[config.mk]
export PLATFORM = sky130hd
export DESIGN_NAME = i2c_master_slave_controller
export DESIGN_NICKNAME = d
export VERILOG_FILES = /design/src/i2cmsc_pkg.sv /design/src/i2cmsc_front.sv /design/src/i2cmsc_engine.sv /design/src/i2c_master_slave_controller.sv
export SDC_FILE = /design/constraint.sdc
export NUM_CORES = 1
export LEC_CHECK = 0
export ABC_CLOCK_PERIOD_IN_PS = 4700
export BUFFER_PORTS_ARGS = -buffer_cell sky130_fd_sc_hd__buf_2
export CORE_MARGIN = 1
export CORE_UTILIZATION = 40
export DETAILED_ROUTE_END_ITERATION = 12
export GPL_TIMING_DRIVEN = 0
export PLACE_DENSITY_LB_ADDON = 0.3
export SLEW_MARGIN = 15
export SYNTH_ARGS = -nofsm -noshare
export SYNTH_HDL_FRONTEND = slang
export SYNTH_SLANG_ARGS = --single-unit
[constraint.sdc]
create_clock -name i_clk -period 4.7 [get_ports i_clk]
set_input_delay 0.235 -clock i_clk [delete_from_list [all_inputs] [get_ports i_clk]]
set_output_delay 0.235 -clock i_clk [all_outputs]
set_load 0.03 [all_outputs]
[src/i2cmsc_pkg.sv]
// Shared types, constants and helpers for the I2C master/slave controller.
`default_nettype none
package i2cmsc_pkg;

    typedef enum logic [2:0] {
        CMD_READ    = 3'd0,
        CMD_MCMD    = 3'd1,
        CMD_TXD     = 3'd2,
        CMD_MSTAT   = 3'd3,
        CMD_SSTAT   = 3'd4,
        CMD_SRESET  = 3'd5,
        CMD_TICK    = 3'd6,
        CMD_SEVENT  = 3'd7
    } t_cmd;

    localparam logic [2:0] OP_NONE  = 3'd0;
    localparam logic [2:0] OP_START = 3'd1;
    localparam logic [2:0] OP_WRITE = 3'd2;
    localparam logic [2:0] OP_READ  = 3'd3;
    localparam logic [2:0] OP_RDNAK = 3'd4;
    localparam logic [2:0] OP_NACK  = 3'd5;
    localparam logic [2:0] OP_STOP  = 3'd6;

    localparam logic [2:0] CFG_ENABLE = 3'd0;
    localparam logic [2:0] CFG_MODE   = 3'd1;
    localparam logic [2:0] CFG_SPEED  = 3'd2;
    localparam logic [2:0] CFG_MIRQ   = 3'd3;
    localparam logic [2:0] CFG_SIRQ   = 3'd4;
    localparam logic [2:0] CFG_AUTO   = 3'd5;
    localparam logic [2:0] CFG_OWNADR = 3'd6;

    localparam logic [3:0] REG_CFG   = 4'd0;
    localparam logic [3:0] REG_MSCR  = 4'd1;
    localparam logic [3:0] REG_MSST  = 4'd2;
    localparam logic [3:0] REG_SLCR  = 4'd3;
    localparam logic [3:0] REG_SLST  = 4'd4;
    localparam logic [3:0] REG_SLADR = 4'd5;
    localparam logic [3:0] REG_TXD   = 4'd6;
    localparam logic [3:0] REG_RXD   = 4'd7;
    localparam logic [3:0] REG_AUX   = 4'd8;

    localparam logic [3:0] MC_START  = 4'd1;
    localparam logic [3:0] MC_SEND   = 4'd2;
    localparam logic [3:0] MC_ACKRD  = 4'd3;
    localparam logic [3:0] MC_RECV   = 4'd4;
    localparam logic [3:0] MC_NACK   = 4'd5;
    localparam logic [3:0] MC_STOP   = 4'd6;
    localparam logic [3:0] MC_STSEND = 4'd9;
    localparam logic [3:0] MC_AUTO   = 4'd10;
    localparam logic [3:0] MC_RECV2  = 4'd11;
    localparam logic [3:0] MC_RECVNK = 4'd12;

    localparam logic [7:0] SL_FLAGS    = 8'h78;
    localparam logic [7:0] STATUS_RO   = 8'h82;
    localparam logic [7:0] STATUS_RSVD = 8'h3c;
    localparam logic [7:0] RX_EMPTY    = 8'hff;

    localparam int QDEPTH = 2;

    // One classified item passed from the front end to the engine.
    typedef struct packed {
        t_cmd       cmd;
        logic [3:0] idx;
        logic [7:0] wdata;
        logic       tnack;
        logic [7:0] tbyte;
        logic [1:0] kind;
        logic [7:0] sbyte;
        logic       snack;
        logic [3:0] mcode;   // master command code to issue
        logic       issue;   // issue the code (MCMD: clocks nonzero; TXD: auto send)
    } t_item;

    typedef struct packed {
        logic [7:0] rdata;
        logic       irq;
        logic [2:0] bus_op;
        logic [7:0] bus_byte;
        logic       done;
    } t_res;

    function automatic logic [3:0] cmd_clocks(input logic [3:0] c);
        logic [3:0] r;
        unique case (c)
            MC_START, MC_STOP:               r = 4'd2;
            MC_SEND, MC_RECV:                r = 4'd8;
            MC_ACKRD, MC_NACK:               r = 4'd1;
            MC_STSEND:                       r = 4'd11;
            MC_AUTO, MC_RECV2, MC_RECVNK:    r = 4'd9;
            default:                         r = 4'd0;
        endcase
        return r;
    endfunction

endpackage
`default_nettype wire

[src/i2cmsc_front.sv]
// Front end: accepts items, resolves the master command code, queues them.
`default_nettype none
module i2cmsc_front (
    input  wire                    i_clk,
    input  wire                    i_rst_n,
    input  wire                    i_push,
    output logic                   o_full,
    input  wire  [2:0]             i_command,
    input  wire  [3:0]             i_reg_index,
    input  wire  [7:0]             i_wdata,
    input  wire                    i_target_nack,
    input  wire  [7:0]             i_target_byte,
    input  wire  [1:0]             i_slave_kind,
    input  wire  [7:0]             i_slave_byte,
    input  wire                    i_slave_nack,
    input  wire                    i_auto_send,
    output logic                   o_valid,
    output i2cmsc_pkg::t_item      o_item,
    input  wire                    i_take
);
    i2cmsc_pkg::t_item r_q [i2cmsc_pkg::QDEPTH];
    logic r_wp, r_rp;
    logic [1:0] r_cnt;
    i2cmsc_pkg::t_item w_in;
    logic w_push;

    always_comb begin
        w_in.cmd   = i2cmsc_pkg::t_cmd'(i_command);
        w_in.idx   = i_reg_index;
        w_in.wdata = i_wdata;
        w_in.tnack = i_target_nack;
        w_in.tbyte = i_target_byte;
        w_in.kind  = i_slave_kind;
        w_in.sbyte = i_slave_byte;
        w_in.snack = i_slave_nack;
        if (w_in.cmd == i2cmsc_pkg::CMD_TXD) begin
            w_in.mcode = i2cmsc_pkg::MC_AUTO;
            w_in.issue = i_auto_send;
        end else begin
            w_in.mcode = i_wdata[3:0];
            w_in.issue = (w_in.cmd == i2cmsc_pkg::CMD_MCMD)
                         && (i2cmsc_pkg::cmd_clocks(i_wdata[3:0]) != 4'd0);
        end
    end

    assign o_full  = (r_cnt == 2'd2);
    assign w_push  = i_push && !o_full;
    assign o_valid = (r_cnt != 2'd0);
    assign o_item  = r_q[r_rp];

    always_ff @(posedge i_clk) begin
        if (w_push) r_q[r_wp] <= w_in;
        if (!i_rst_n) begin
            r_wp <= 1'b0; r_rp <= 1'b0; r_cnt <= 2'd0;
        end else begin
            if (w_push) r_wp <= ~r_wp;
            if (i_take) r_rp <= ~r_rp;
            r_cnt <= r_cnt + {1'b0, w_push} - {1'b0, i_take};
        end
    end
endmodule
`default_nettype wire

[src/i2cmsc_engine.sv]
// Back end: register file, master command engine, slave status, result queue.
`default_nettype none
module i2cmsc_engine (
    input  wire                    i_clk,
    input  wire                    i_rst_n,
    input  wire                    i_cfg_we,
    input  wire  [2:0]             i_cfg_index,
    input  wire  [7:0]             i_cfg_wdata,
    output logic                   o_auto_send,
    input  wire                    i_valid,
    input  i2cmsc_pkg::t_item      i_item,
    output logic                   o_take,
    output logic                   o_empty,
    input  wire                    i_pop,
    output i2cmsc_pkg::t_res       o_res
);
    logic r_en, r_mode, r_mirq, r_auto;
    logic [5:0] r_speed;
    logic [3:0] r_sirq;
    logic [7:0] r_own;

    logic [7:0] r_ms, n_ms, r_ss, n_ss, r_tx, n_tx, r_rx, n_rx;
    logic [3:0] r_last, n_last;
    logic [11:0] r_ticks, n_ticks;
    // engine flags
    logic r_act, n_act, r_bus, n_bus, r_adr, n_adr, r_rxd, n_rxd;
    logic r_lack, n_lack, r_smp, n_smp;

    i2cmsc_pkg::t_res r_oq [i2cmsc_pkg::QDEPTH];
    logic r_owp, r_orp;
    logic [1:0] r_ocnt;
    i2cmsc_pkg::t_res w_res;
    logic [7:0] w_v;
    logic [7:0] w_per;

    assign o_auto_send = r_auto;
    assign o_take  = i_valid && (r_ocnt != 2'd2);
    assign o_empty = (r_ocnt == 2'd0);
    assign o_res   = r_oq[r_orp];
    // speed*2+4 reaches 130 at the slowest setting
    assign w_per   = {1'b0, r_speed, 1'b0} + 8'd4;

    always_comb begin
        n_ms = r_ms; n_ss = r_ss; n_tx = r_tx; n_rx = r_rx; n_last = r_last;
        n_ticks = r_ticks; n_act = r_act; n_bus = r_bus; n_adr = r_adr;
        n_rxd = r_rxd; n_lack = r_lack; n_smp = r_smp;
        w_res = '0; w_v = '0;
        unique case (i_item.cmd)
            i2cmsc_pkg::CMD_READ: begin
                unique case (i_item.idx)
                    i2cmsc_pkg::REG_CFG:   w_res.rdata = {r_en, r_mode, r_speed};
                    i2cmsc_pkg::REG_MSCR:  w_res.rdata = {r_mirq, 3'd0, r_last};
                    i2cmsc_pkg::REG_MSST:  w_res.rdata = r_ms;
                    i2cmsc_pkg::REG_SLCR:  w_res.rdata = {1'b0, r_sirq, 3'd0};
                    i2cmsc_pkg::REG_SLST:  w_res.rdata = r_ss;
                    i2cmsc_pkg::REG_SLADR: w_res.rdata = r_own;
                    i2cmsc_pkg::REG_TXD:   w_res.rdata = r_tx;
                    i2cmsc_pkg::REG_RXD:   w_res.rdata = r_rx;
                    i2cmsc_pkg::REG_AUX:   w_res.rdata = {7'd0, r_auto};
                    default:               w_res.rdata = 8'd0;
                endcase
            end
            i2cmsc_pkg::CMD_MSTAT: begin
                w_v = i_item.wdata & ~(i2cmsc_pkg::STATUS_RO | i2cmsc_pkg::STATUS_RSVD);
                if (w_v[6]) w_v[6] = r_ms[6];
                n_ms = (r_ms & i2cmsc_pkg::STATUS_RO) | w_v;
            end
            i2cmsc_pkg::CMD_SSTAT: begin
                w_v = i_item.wdata & ~i2cmsc_pkg::STATUS_RO & 8'hfb;
                w_v = (w_v & ~i2cmsc_pkg::SL_FLAGS) | (w_v & r_ss & i2cmsc_pkg::SL_FLAGS);
                n_ss = (r_ss & i2cmsc_pkg::STATUS_RO) | w_v;
            end
            i2cmsc_pkg::CMD_SRESET: n_ss = 8'd0;
            i2cmsc_pkg::CMD_TICK: begin
                if (r_act) begin
                    if (r_ticks <= 12'd1) begin
                        n_ticks = 12'd0;
                        n_act = 1'b0;
                        if (r_smp) n_ms[1] = r_lack;
                        n_ms[6] = 1'b1;
                        w_res.done = 1'b1;
                    end else begin
                        n_ticks = r_ticks - 12'd1;
                    end
                end
            end
            i2cmsc_pkg::CMD_SEVENT: begin
                if (r_en && !r_mode) begin
                    unique case (i_item.kind)
                        2'd0: begin n_ss[7] = 1'b1; n_ss[6] = 1'b1; end
                        2'd1: begin n_rx = i_item.sbyte; n_ss[5] = 1'b1; end
                        2'd2: begin n_ss[1] = i_item.snack; n_ss[4] = 1'b1; end
                        default: begin n_ss[7] = 1'b0; n_ss[3] = 1'b1; end
                    endcase
                end
            end
            default: ;
        endcase
        if (i_item.cmd == i2cmsc_pkg::CMD_MCMD) n_last = i_item.wdata[3:0];
        if (i_item.cmd == i2cmsc_pkg::CMD_TXD) n_tx = i_item.wdata;
        // Master command issue (explicit codes or auto send)
        if (i_item.issue && r_en && r_mode) begin
            n_act = 1'b1;
            n_smp = 1'b0;
            n_ticks = 12'(i2cmsc_pkg::cmd_clocks(i_item.mcode) * w_per * 2);
            n_ms[6] = 1'b0;
            if (i_item.mcode == i2cmsc_pkg::MC_START
                || i_item.mcode == i2cmsc_pkg::MC_STSEND) begin
                n_ms[7] = 1'b1;
                n_adr = 1'b1;
            end
            if (i_item.mcode == i2cmsc_pkg::MC_SEND || i_item.mcode == i2cmsc_pkg::MC_STSEND
                || i_item.mcode == i2cmsc_pkg::MC_AUTO) begin
                if (n_adr) begin
                    w_res.bus_op = i2cmsc_pkg::OP_START;
                    w_res.bus_byte = n_tx;
                    n_lack = i_item.tnack;
                    n_bus = !i_item.tnack;
                    n_rxd = n_tx[0];
                    n_adr = 1'b0;
                end else if (!r_bus || r_rxd) begin
                    n_lack = 1'b1;
                end else begin
                    w_res.bus_op = i2cmsc_pkg::OP_WRITE;
                    w_res.bus_byte = n_tx;
                    n_lack = i_item.tnack;
                end
            end
            if (i_item.mcode == i2cmsc_pkg::MC_ACKRD || i_item.mcode == i2cmsc_pkg::MC_STSEND
                || i_item.mcode == i2cmsc_pkg::MC_AUTO) n_smp = 1'b1;
            if (i_item.mcode == i2cmsc_pkg::MC_RECV || i_item.mcode == i2cmsc_pkg::MC_RECV2
                || i_item.mcode == i2cmsc_pkg::MC_RECVNK) begin
                if (r_bus && r_rxd) begin
                    n_rx = i_item.tbyte;
                    w_res.bus_op = (i_item.mcode == i2cmsc_pkg::MC_RECVNK)
                                   ? i2cmsc_pkg::OP_RDNAK : i2cmsc_pkg::OP_READ;
                end else begin
                    n_rx = i2cmsc_pkg::RX_EMPTY;
                end
            end
            if (i_item.mcode == i2cmsc_pkg::MC_NACK && r_bus && r_rxd && r_ms[0])
                w_res.bus_op = i2cmsc_pkg::OP_NACK;
            if (i_item.mcode == i2cmsc_pkg::MC_STOP) begin
                if (r_bus) w_res.bus_op = i2cmsc_pkg::OP_STOP;
                n_bus = 1'b0; n_adr = 1'b0; n_rxd = 1'b0; n_ms[7] = 1'b0;
            end
        end
        if (r_mode) w_res.irq = r_en && r_mirq && n_ms[6];
        else        w_res.irq = r_en && ((n_ss & i2cmsc_pkg::SL_FLAGS
                                          & {1'b0, r_sirq, 3'd0}) != 8'd0);
    end

    always_ff @(posedge i_clk) begin
        if (o_take) r_oq[r_owp] <= w_res;
        if (!i_rst_n) begin
            r_en <= 1'b0; r_mode <= 1'b0; r_mirq <= 1'b0; r_auto <= 1'b0;
            r_speed <= '0; r_sirq <= '0; r_own <= '0;
            r_ms <= '0; r_ss <= '0; r_tx <= '0; r_rx <= '0; r_last <= '0;
            r_ticks <= '0; r_act <= 1'b0; r_bus <= 1'b0; r_adr <= 1'b0;
            r_rxd <= 1'b0; r_lack <= 1'b0; r_smp <= 1'b0;
            r_owp <= 1'b0; r_orp <= 1'b0; r_ocnt <= 2'd0;
        end else begin
            if (i_cfg_we) begin
                unique case (i_cfg_index)
                    i2cmsc_pkg::CFG_ENABLE: r_en    <= i_cfg_wdata[0];
                    i2cmsc_pkg::CFG_MODE:   r_mode  <= i_cfg_wdata[0];
                    i2cmsc_pkg::CFG_SPEED:  r_speed <= i_cfg_wdata[5:0];
                    i2cmsc_pkg::CFG_MIRQ:   r_mirq  <= i_cfg_wdata[0];
                    i2cmsc_pkg::CFG_SIRQ:   r_sirq  <= i_cfg_wdata[3:0];
                    i2cmsc_pkg::CFG_AUTO:   r_auto  <= i_cfg_wdata[0];
                    i2cmsc_pkg::CFG_OWNADR: r_own   <= i_cfg_wdata;
                    default: ;
                endcase
            end
            if (o_take) begin
                r_ms <= n_ms; r_ss <= n_ss; r_tx <= n_tx; r_rx <= n_rx;
                r_last <= n_last; r_ticks <= n_ticks; r_act <= n_act;
                r_bus <= n_bus; r_adr <= n_adr; r_rxd <= n_rxd;
                r_lack <= n_lack; r_smp <= n_smp;
                r_owp <= ~r_owp;
            end
            if (i_pop && !o_empty) r_orp <= ~r_orp;
            r_ocnt <= r_ocnt + {1'b0, o_take} - {1'b0, i_pop && !o_empty};
        end
    end
endmodule
`default_nettype wire

[src/i2c_master_slave_controller.sv]
// Top level of the register-level I2C master/slave controller.
// Every item (register read or write, tick, slave event) yields exactly one
// result transfer. The block sustains one item per clock while results are
// popped: a two-entry input queue feeds a combinational execute stage, whose
// results land in a two-entry output queue. A master command is issued on
// the item that carries it, and its bus operation is reported on that item's
// result; done_res comes on the tick that ends the busy time of
// clocks*2*(speed*2+4) ticks. Configuration writes are applied at once and
// should be made while the block is idle.
`default_nettype none
module i2c_master_slave_controller (
    input  wire        i_clk,
    input  wire        i_rst_n,
    input  wire        push,
    output logic       full,
    input  wire  [2:0] i_command,
    input  wire  [3:0] i_reg_index,
    input  wire  [7:0] i_wdata,
    input  wire        i_target_nack,
    input  wire  [7:0] i_target_byte,
    input  wire  [1:0] i_slave_kind,
    input  wire  [7:0] i_slave_byte,
    input  wire        i_slave_nack,
    output logic       empty,
    input  wire        pop,
    output logic [7:0] o_rdata,
    output logic       o_irq,
    output logic [2:0] o_bus_op,
    output logic [7:0] o_bus_byte,
    output logic       o_done_res,
    input  wire        i_cfg_we,
    input  wire  [2:0] i_cfg_index,
    input  wire  [7:0] i_cfg_wdata
);
    i2cmsc_pkg::t_item w_item;
    i2cmsc_pkg::t_res  w_res;
    logic w_valid, w_take, w_auto;

    i2cmsc_front u_front (
        .i_clk, .i_rst_n, .i_push(push), .o_full(full),
        .i_command, .i_reg_index, .i_wdata, .i_target_nack, .i_target_byte,
        .i_slave_kind, .i_slave_byte, .i_slave_nack,
        .i_auto_send(w_auto), .o_valid(w_valid), .o_item(w_item), .i_take(w_take)
    );

    i2cmsc_engine u_engine (
        .i_clk, .i_rst_n, .i_cfg_we, .i_cfg_index, .i_cfg_wdata,
        .o_auto_send(w_auto), .i_valid(w_valid), .i_item(w_item), .o_take(w_take),
        .o_empty(empty), .i_pop(pop), .o_res(w_res)
    );

    assign o_rdata    = w_res.rdata;
    assign o_irq      = w_res.irq;
    assign o_bus_op   = w_res.bus_op;
    assign o_bus_byte = w_res.bus_byte;
    assign o_done_res = w_res.done;
endmodule
`default_nettype wire
# Word-level counts from Yosys, hierarchy flattened
# Memory sizes are Yosys's and may differ from the RTL's. A register that Yosys moved wholly into a read port is not among the register bits.
# Index checks and enable logic that the tools add are counted.
totals:
  inputBits: 51
  romBits: 96
  register_bits: 84
  wordCells: 236
  latchBits: 0
  mem_count: 4
  ram_bits: 122
memory_table:
  columns: ["memory", "words", "word_bits", "read_ports", "rd_clocked_by_memory_dff", "write_ports", "line_no", "source"]
  rows:
  - ["u_front.r_q", 2, 40, 1, 1, 1, "i2cmsc_front.sv:21", "i2cmsc_pkg::t_item r_q [i2cmsc_pkg::QDEPTH];"]
  - ["(no name shown)", 16, 3, 1, 0, 0, "i2cmsc_pkg.sv:84", "unique case (c)"]
  - ["(no name shown)", 16, 3, 1, 0, 0, "i2cmsc_pkg.sv:84", null]
  - ["u_engine.r_oq", 2, 21, 1, 1, 1, "i2cmsc_engine.sv:29", "i2cmsc_pkg::t_res r_oq [i2cmsc_pkg::QDEPTH];"]
classes:
  reduce_logical: 62
  eq_ne: 43
  bitwise_logic: 9
  addsub: 6
  order_cmp: 1
  shift: 0
  multipliers: 1
  n_mux: 80
  n_div: 0
op_table:
  columns: ["operator", "n"]
  rows:
  - ["$pmux W8 S9", 1]
  - ["$mux W8", 8]
  - ["$mux W12", 4]
  - ["$mux W1", 45]
  - ["$mux W11", 3]
  - ["$eq A4 B3 Y1 const B", 7]
  - ["$reduce_and A2 Y1", 12]
  - ["$eq A3 B3 Y1 const B", 7]
  - ["$eq A4 B4 Y1 const B", 5]
  - ["$mux W3", 6]
  - ["$eq A4 B2 Y1 const B", 4]
  - ["$or A8 B7 Y8", 2]
  - ["$eq A3 B2 Y1 const B", 5]
  - ["$pmux W5 S3", 1]
  - ["$and A7 B7 Y7", 2]
  - ["$logic_and A1 B1 Y1", 14]
  - ["$reduce_bool A2 Y1", 7]
  - ["$le A12 B1 Y1 const B", 1]
  - ["$reduce_and A4 Y1", 3]
  - ["$sub A12 B1 Y12 const B", 1]
  - ["$mul A4 B8 Y11", 1]
  - ["$mux W10", 1]
  - ["$mux W5", 2]
  - ["$pmux W1 S2", 5]
  - ["26 further kinds", 55]

# Logic depth before layout (Yosys ltp)
# Gate-level depths: netlist (run 1).
logic_depth:
  ltp_word: 12
  ltp_mapped: 18

# By module
# A second synthesis (run 1) with hierarchy kept.
unflattened:
  cells_unflattened: 886
  hier_area_um2: 9895.7
by_module_without_submodules:
  columns: ["mod", "area_per_inst_um2", "cells_per_inst", "seq_area_each_um2", "instances"]
  rows:
  - ["i2cmsc_engine", 6718.9, 725, 2782.7, 1]
  - ["i2cmsc_front", 3176.8, 161, 2502.4, 1]

# Worst setup path after synthesis (run 1)
# OpenSTA, ideal clock, no wires.
synth_path:
  path_type: "register -> register"
  from: "reg with a tool-made name"
  to: "reg u_engine.r_ticks[11]"
  setup_slack_ns: 0.772
  arrival_ns: 3.848
  path_stages_with_launch: 17
  period_less_slack_ns: 3.928
  cell_sequence: "dfxtp_1 -> buf_2 -> buf_4 -> mux2_2 -> o211a_1 -> nor2_1 -> nor2_1 -> ha_1 -> inv_1 -> fa_1 -> inv_1 -> ha_1 -> and3_1 -> a221o_1 -> o41a_1 -> a311o_1 -> o211ai_1"
synth_lines:
  columns: ["item", "line_no", "source"]
  rows:
  - ["end signal, assigned", "i2cmsc_engine.sv:177", "r_last <= n_last; r_ticks <= n_ticks; r_act <= n_act;"]
  - ["end, declared", "i2cmsc_engine.sv:24", "logic [11:0] r_ticks, n_ticks;"]

==> flow_summary.json, run 1 <==
{
  "seq_area_frac_synth": 0.531,
  "crit_required_ps": 5120,
  "dr.pass1.iters": 9,
  "antenna_cells": 0,
  "peakVddDrop_uv": 312,
  "synth_seq_cells": 203,
  "crit_cells": 16,
  "clock.fmax_mhz": 225,
  "synth-edff-count": 122,
  "layout-drive-gt1-share": 0.190,
  "drtAntennaViolNets": 0,
  "arrival_ps": 4870,
  "slew_violations": 0,
  "status": "completed",
  "setup_violations": 0,
  "initial_core_util": 0.409,
  "layout_commonest_cell": "edfxtp_1",
  "dpl.hpwl_um": 18500,
  "layout.nets": 1105,
  "crit_chain": "buf_2 > buf_4 > buf_6 > buf_2 > nor3_1 > a211oi_1 > a211oi_2 > or2_2 > nor2_1 > fa_1 > ha_1 > and3_1 > a221o_1 > o41a_1 > a311o_1 > o211ai_1",
  "syn_to_final_growth_pct": 20.6,
  "root_buffer": "clkbuf_16",
  "cts_tree": "built",
  "syn_avg_cell_area_um2": 11.3,
  "path_class": "flop to flop",
  "die_height_um": 160,
  "max-slew-margin-rel": 0.353,
  "worst-path-buf-inv": 4,
  "synth_ff_type": "edfxtp_1",
  "syn_nets": 965,
  "antenna_found_initial": 0,
  "tightestPinTransition_ps": 971,
  "yosys.area.top_type": "edfxtp_1",
  "core.rowCount": 57,
  "grt_pass1_vias": 7101,
  "skew_ps": 12.9,
  "clk_latency_ps": 510,
  "synth_cells": 882,
  "netlist_area_mm2": 0.00995,
  "critPathMaxStageDelay_ps": 430,
  "hold_depth": 3,
  "grtUsageTotal": 0.200,
  "most-common-layout-cells": "edfxtp_1 (122), nor2_1 (89), buf_2 (81), dfxtp_1 (81), mux2i_1 (54)",
  "fillCellCount": 2191,
  "cp_slowest_cell": "fa_1",
  "finalCritPeriodShare": 0.945,
  "fp.dieArea_mm2": 0.0255,
  "cp_max_fo": 10,
  "grt_overflow": 0,
  "finalHoldViolations": 0,
  "grt_max_degree": 29,
  "start_kind": "flop",
  "yosysUniqueCellTypes": 90,
  "timing.setup.tns_ps": 0,
  "numCtsBuffers": 23,
  "design.core.area_mm2": 0.0243,
  "routed_wl_um": 26000,
  "cts_sinks": 203,
  "hold_class": "input port to flop",
  "p_leak_uw": 0.00431,
  "ios": 74,
  "grt_setup_unrepaired": "no",
  "cap_violations": 0,
  "synth-warning-count": 0,
  "powerDensity_mw_per_mm2": 500,
  "port_buffers": 72,
  "p_total_uw": 6000,
  "path_delay_family": "compound AO/OA/AOI/OAI gates",
  "wl_per_cell_um": 19.1,
  "die_x_um": 160,
  "drt-vias-per-instance": 5.59,
  "worst_setup_path_end_kind": "flop",
  "post-route-drc-count": 0,
  "clkSlewWorstSetupHoldPaths_ps": 60,
  "grt_pass1_wl_um": 39800,
  "cts_htree_levels": 1,
  "vias": 7609,
  "yosysTopAreaCellShare": 0.368,
  "min_period_ps": 4440,
  "synth_area_leaders": "edfxtp_1 (37%), dfxtp_1 (16%), mux2i_1 (5.4%)",
  "r2r_cells": 16,
  "cp_common_cell": "buf_2",
  "clk_path_buf_depth": 3,
  "gp_congestion": 0.919,
  "async_flop_share": 0,
  "post_cts_buffers": 0,
  "drt_iter0_markers": 686
}
## state kept, by name (all words and copies together), names as in the netlist, 2 cells and up, named ones only
register,cells
u_engine.r_oq,42
u_front.r_q,80
u_engine.r_ocnt,2
u_engine.r_ss,7
u_engine.r_sirq,4
u_engine.r_own,8
u_engine.r_speed,6
u_engine.r_ms,4
u_engine.r_rx,8
u_front.r_cnt,2
u_engine.r_tx,8
u_engine.r_ticks,12
u_engine.r_last,4
## worst register-to-register path, delay by kind of cell, from the launching register on
| family | cells | cell delay [ps] |
|---|---|---|
| AO/OA/AOI/OAI | 6 | 1620 |
| adder cells (fa/ha/maj) | 2 | 790 |
| buffers and inverters | 4 | 830 |
| flip-flops | 1 | 300 |
| AND/OR/NAND/NOR | 4 | 850 |
## through the flow
step / area [um2] / std cells / hold WS, ps / utilization / setup WS (ps)
final: 12000 / 1362 / 14.9 / 0.493 / 257
after global routing: 12000 / 1362 / 3.77 / 0.493 / 1.06
after CTS: 12000 / 1362 / 1.31 / 0.493 / 216
after detailed placement: 10800 / 1282 / 426 / 0.444 / 250
after global placement: 10700 / 1278 / 422 / 0.440 / 225
after floorplan: 9950 / 882 / 334 / - / 772
## area by class of cell
| cell class | instances | area [um2] | area share |
|---|---|---|---|
| Inverter | 32 | 120 | 0.0100 |
| Tap cell | 324 | 405 | 0.0338 |
| Buffer | 37 | 180 | 0.0150 |
| Clock buffer | 30 | 633 | 0.0528 |
| Clock inverter | 11 | 154 | 0.0128 |
| Multi-Input combinational cell | 610 | 4390 | 0.366 |
| Sequential cell | 203 | 5290 | 0.440 |
| Timing Repair Buffer | 115 | 830 | 0.0691 |
## timing repair
| item | 4_1_cts | 5_1_grt |
|---|---|---|
| endpoints found under the setup margin | 0 | 1 |
| gates resized for setup | 0 | 3 |
| endpoints found under the hold margin | 75 | 0 |
| hold buffers | 39 | 0 |
## worst paths after layout
| kind | start | slack (ps) | end |
|---|---|---|---|
| worst max-delay path | flop | 260 | u_engine.r_ticks[11] |
| worst min-delay path | i_cfg_wdata[2] | 10 | u_engine.r_own[2] |
| worst max register to register | flop | 260 | u_engine.r_ticks[11] |
| worst min register to register | u_engine.r_own[5] | 460 | u_engine.r_own[5] |
## logic make-up after synthesis
group / after synthesis / share of synthesized area
fa+ha+maj: 33 / 0.0443
simple gates: 286 / 0.152
xor+xnor: 13 / 0.0114
flops: 203 / 0.531
compound gates: 195 / 0.144
buf+inv: 69 / 0.0302
mux: 83 / 0.0872
## synth_stat cells, drive strengths merged (12+ instances only)
| cell type | count |
|---|---|
| a31oi | 12 |
| nand3 | 21 |
| o21ai | 23 |
| dfxtp | 81 |
| buf | 15 |
| a22oi | 18 |
| mux2 | 29 |
| nand2 | 52 |
| nor3 | 23 |
| clkbuf | 22 |
| mux2i | 54 |
| a32oi | 12 |
| ha | 28 |
| a211oi | 23 |
| nor2 | 92 |
| edfxtp | 122 |
| a21oi | 43 |
| inv | 32 |
## metal layers
| metal | track usage | vias up | wire length (um) |
|---|---|---|---|
| met2 | 0.310 | 251 | 11500 |
| li1 | - | 3629 | - |
| met5 | 0 | - | 0 |
| met1 | 0.287 | 3683 | 12100 |
| met4 | 0.0516 | 0 | 627 |
| met3 | 0.0366 | 46 | 1750 |
## report_power, final
group / internal [uW] / switching (uW) / total [uW] / leakage [uW]
registers: 2190 / 106 / 2300 / 0.00180
clock network: 1160 / 701 / 1870 / 0.000380
logic: 643 / 1190 / 1830 / 0.00212
total: 4000 / 2000 / 6000 / 0.00431
Note: power is estimated with default switching activity, not from simulation.
==> run 2, diff against run 1 <==
CORE_UTILIZATION = 55   (was 40)
GPL_ROUTABILITY_DRIVEN = 0   (was not set)
==> run 2 against run 1 <==
Design area down 2.0%. Via count up 1.7%. Sequential cell count unchanged. Clock skew down 5.3 ps. Critical endpoint unchanged. Highest routed layer unchanged. Largest cell class unchanged. Maximum frequency down 1.2%. Die area down 27%. Register-to-register slack worse by 50 ps. Count of clock-buffer cells in the layout down 4.
==> flow_summary.json, run 2 (synthesis results as in run 1) <==
{
  "status": "completed",
  "dr.pass1.iters": 6,
  "layout_commonest_cell": "edfxtp_1",
  "regMostFlops": "u_front.r_q",
  "regArea_mm2": 0.00529,
  "cap_violations": 0,
  "min_period_ps": 4500,
  "ios": 74,
  "port_buffers": 72,
  "switching_share": 0.336,
  "grt_pass1_wl_um": 38800,
  "max-slew-margin-rel": 0.331,
  "clk_path_buf_depth": 3,
  "instances_no_fill": 1256,
  "initial_core_util": 0.569,
  "setup_violations": 0,
  "cts_htree_levels": 1,
  "design_area_mm2": 0.0118,
  "cts_tree": "built",
  "fillCellCount": 1300,
  "clk_latency_ps": 500,
  "path_class": "flop to flop",
  "grt_max_degree": 27,
  "skew_ps": 7.57,
  "finalHoldViolations": 0,
  "vias": 7742,
  "cp_max_fo": 10,
  "design.core.area_mm2": 0.0175,
  "p_total_uw": 5850,
  "min_to": "u_engine.r_own[4]",
  "p_clk_frac": 0.297,
  "die_x_um": 136,
  "arrival_ps": 4920,
  "ff2ff_setup_slack_ps": 200,
  "post-place-cells": 1182,
  "clock.fmax_mhz": 222,
  "numCtsBuffers": 21,
  "layout-drive-gt1-share": 0.188,
  "r2r_cells": 16,
  "multi_input_area_mm2": 0.00439,
  "crit_required_ps": 5120,
  "hold_depth": 3,
  "root_buffer": "clkbuf_16",
  "switching_power_uw": 1970,
  "cts_sinks": 203,
  "powerDensity_mw_per_mm2": 498,
  "seq_power_share": 0.393,
  "fp.dieArea_mm2": 0.0186,
  "core.rowCount": 48,
  "grtUsageTotal": 0.273,
  "slew_violations": 0,
  "largest_reg_flops": 80,
  "wl_per_cell_um": 20.0,
  "p_leak_uw": 0.00425,
  "routed_wl_um": 25100,
  "start_kind": "flop",
  "finalCritPeriodShare": 0.957,
  "grt_pass1_vias": 7286,
  "syn_to_final_growth_pct": 18.2,
  "hold_path.startpoint": "i_cfg_wdata[4]",
  "hold_class": "input port to flop",
  "grt_overflow": 0,
  "drtAntennaViolNets": 0,
  "drt-vias-per-instance": 6.16,
  "place_area_mm2": 0.0107,
  "internal_power_uw": 3880,
  "timing.rr.end": "u_engine.r_ticks[11]",
  "layout.nets": 1100,
  "most-common-layout-cells": "edfxtp_1 (122), nor2_1 (90), buf_2 (81), dfxtp_1 (81), mux2i_1 (54)",
  "biggestRegsByFlops": "u_front.r_q (80), u_engine.r_oq (42), u_engine.r_ticks (12)",
  "clkSlewWorstSetupHoldPaths_ps": 70,
  "die_height_um": 136,
  "p_comb_frac": 0.310,
  "post-route-drc-count": 0,
  "tightestPinTransition_ps": 1000,
  "timing.setup.tns_ps": 0,
  "dpl.hpwl_um": 17700,
  "antenna_found_initial": 0,
  "antenna_cells": 0,
  "drt_iter0_markers": 674,
  "post-route-util": 0.673,
  "peakVddDrop_uv": 434,
  "grt_setup_unrepaired": "no",
  "worst_setup_path_end_kind": "flop"
}
[run 2: cell count changes in the layout (fill, tap and decap cells not counted)]
cell,previous run,this run
buf_16,1,0
clkbuf_1,27,26
clkbuf_16,24,21
clkinv_1,4,2
clkinv_2,1,2
clkinv_4,0,2
dlygate4sd3_1,39,37
inv_4,1,0
nor2_1,89,90
nor2_2,2,1
[run 2: what timing repair did]
action	in CTS	in global routing
gates resized for setup	0	2
hold buffers	37	0
setup buffers	0	0
endpoints found under the setup margin	0	1
hold endpoints to repair	72	0
[run 2: area by class of cell]
class / count / share of cell area
Clock inverter: 11 / 0.0138
Inverter: 32 / 0.0102
Clock buffer: 26 / 0.0472
Tap cell: 225 / 0.0239
Buffer: 37 / 0.0153
Multi-Input combinational cell: 610 / 0.373
Timing Repair Buffer: 112 / 0.0665
Sequential cell: 203 / 0.450
[run 2: how the worst max path moves through the flow]
stage	startpoint	end	slack, ps	cells past startpoint
6_report	flop	u_engine.r_ticks[11]	200	16
5_1_grt	flop	u_engine.r_ticks[11]	30	16
4_1_cts	flop	u_engine.r_ticks[11]	170	16
3_5_place_dp	flop	u_engine.r_ticks[11]	230	16
3_3_place_gp	flop	u_engine.r_ticks[11]	260	14
2_1_floorplan	flop	u_engine.r_ticks[11]	770	16
[run 2: stage by stage]
step	hold WS, ps	setup WS [ps]
floorplan	334	772
global placement	422	256
detailed placement	426	229
CTS	7.46	170
global route	20.7	30.6
finish	18.4	204
[run 2: layer usage]
metal	up-vias	GRT usage	part of all wire
li1	3626	-	-
met1	3697	0.380	0.43
met2	371	0.441	0.46
met3	48	0.0477	0.088
met4	0	0.0679	0.024
met5	-	0	0
[run 2: power by group through the flow]
stage          sequential, uW  clock [uW]  combinational, uW
5_1_grt                  2320        1820               1950
3_3_place_gp             2330           0               1690
2_1_floorplan            2310           0               1260
4_1_cts                  2300        1750               1790
6_report                 2300        1740               1820
3_5_place_dp             2330           0               1750
[run 2: worst max-delay path: stages, from the launching register on]
cell      delay, ps
dfxtp_1         300
buf_2           170
buf_4           200
mux2_2          390
o211a_1         190
nor2_1          460
nor2_1          120
ha_1            300
inv_1            50
fa_1            530
inv_1            40
ha_1            350
and3_1          170
a221o_1         350
o41a_1          350
a311o_1         340
o211ai_1         90
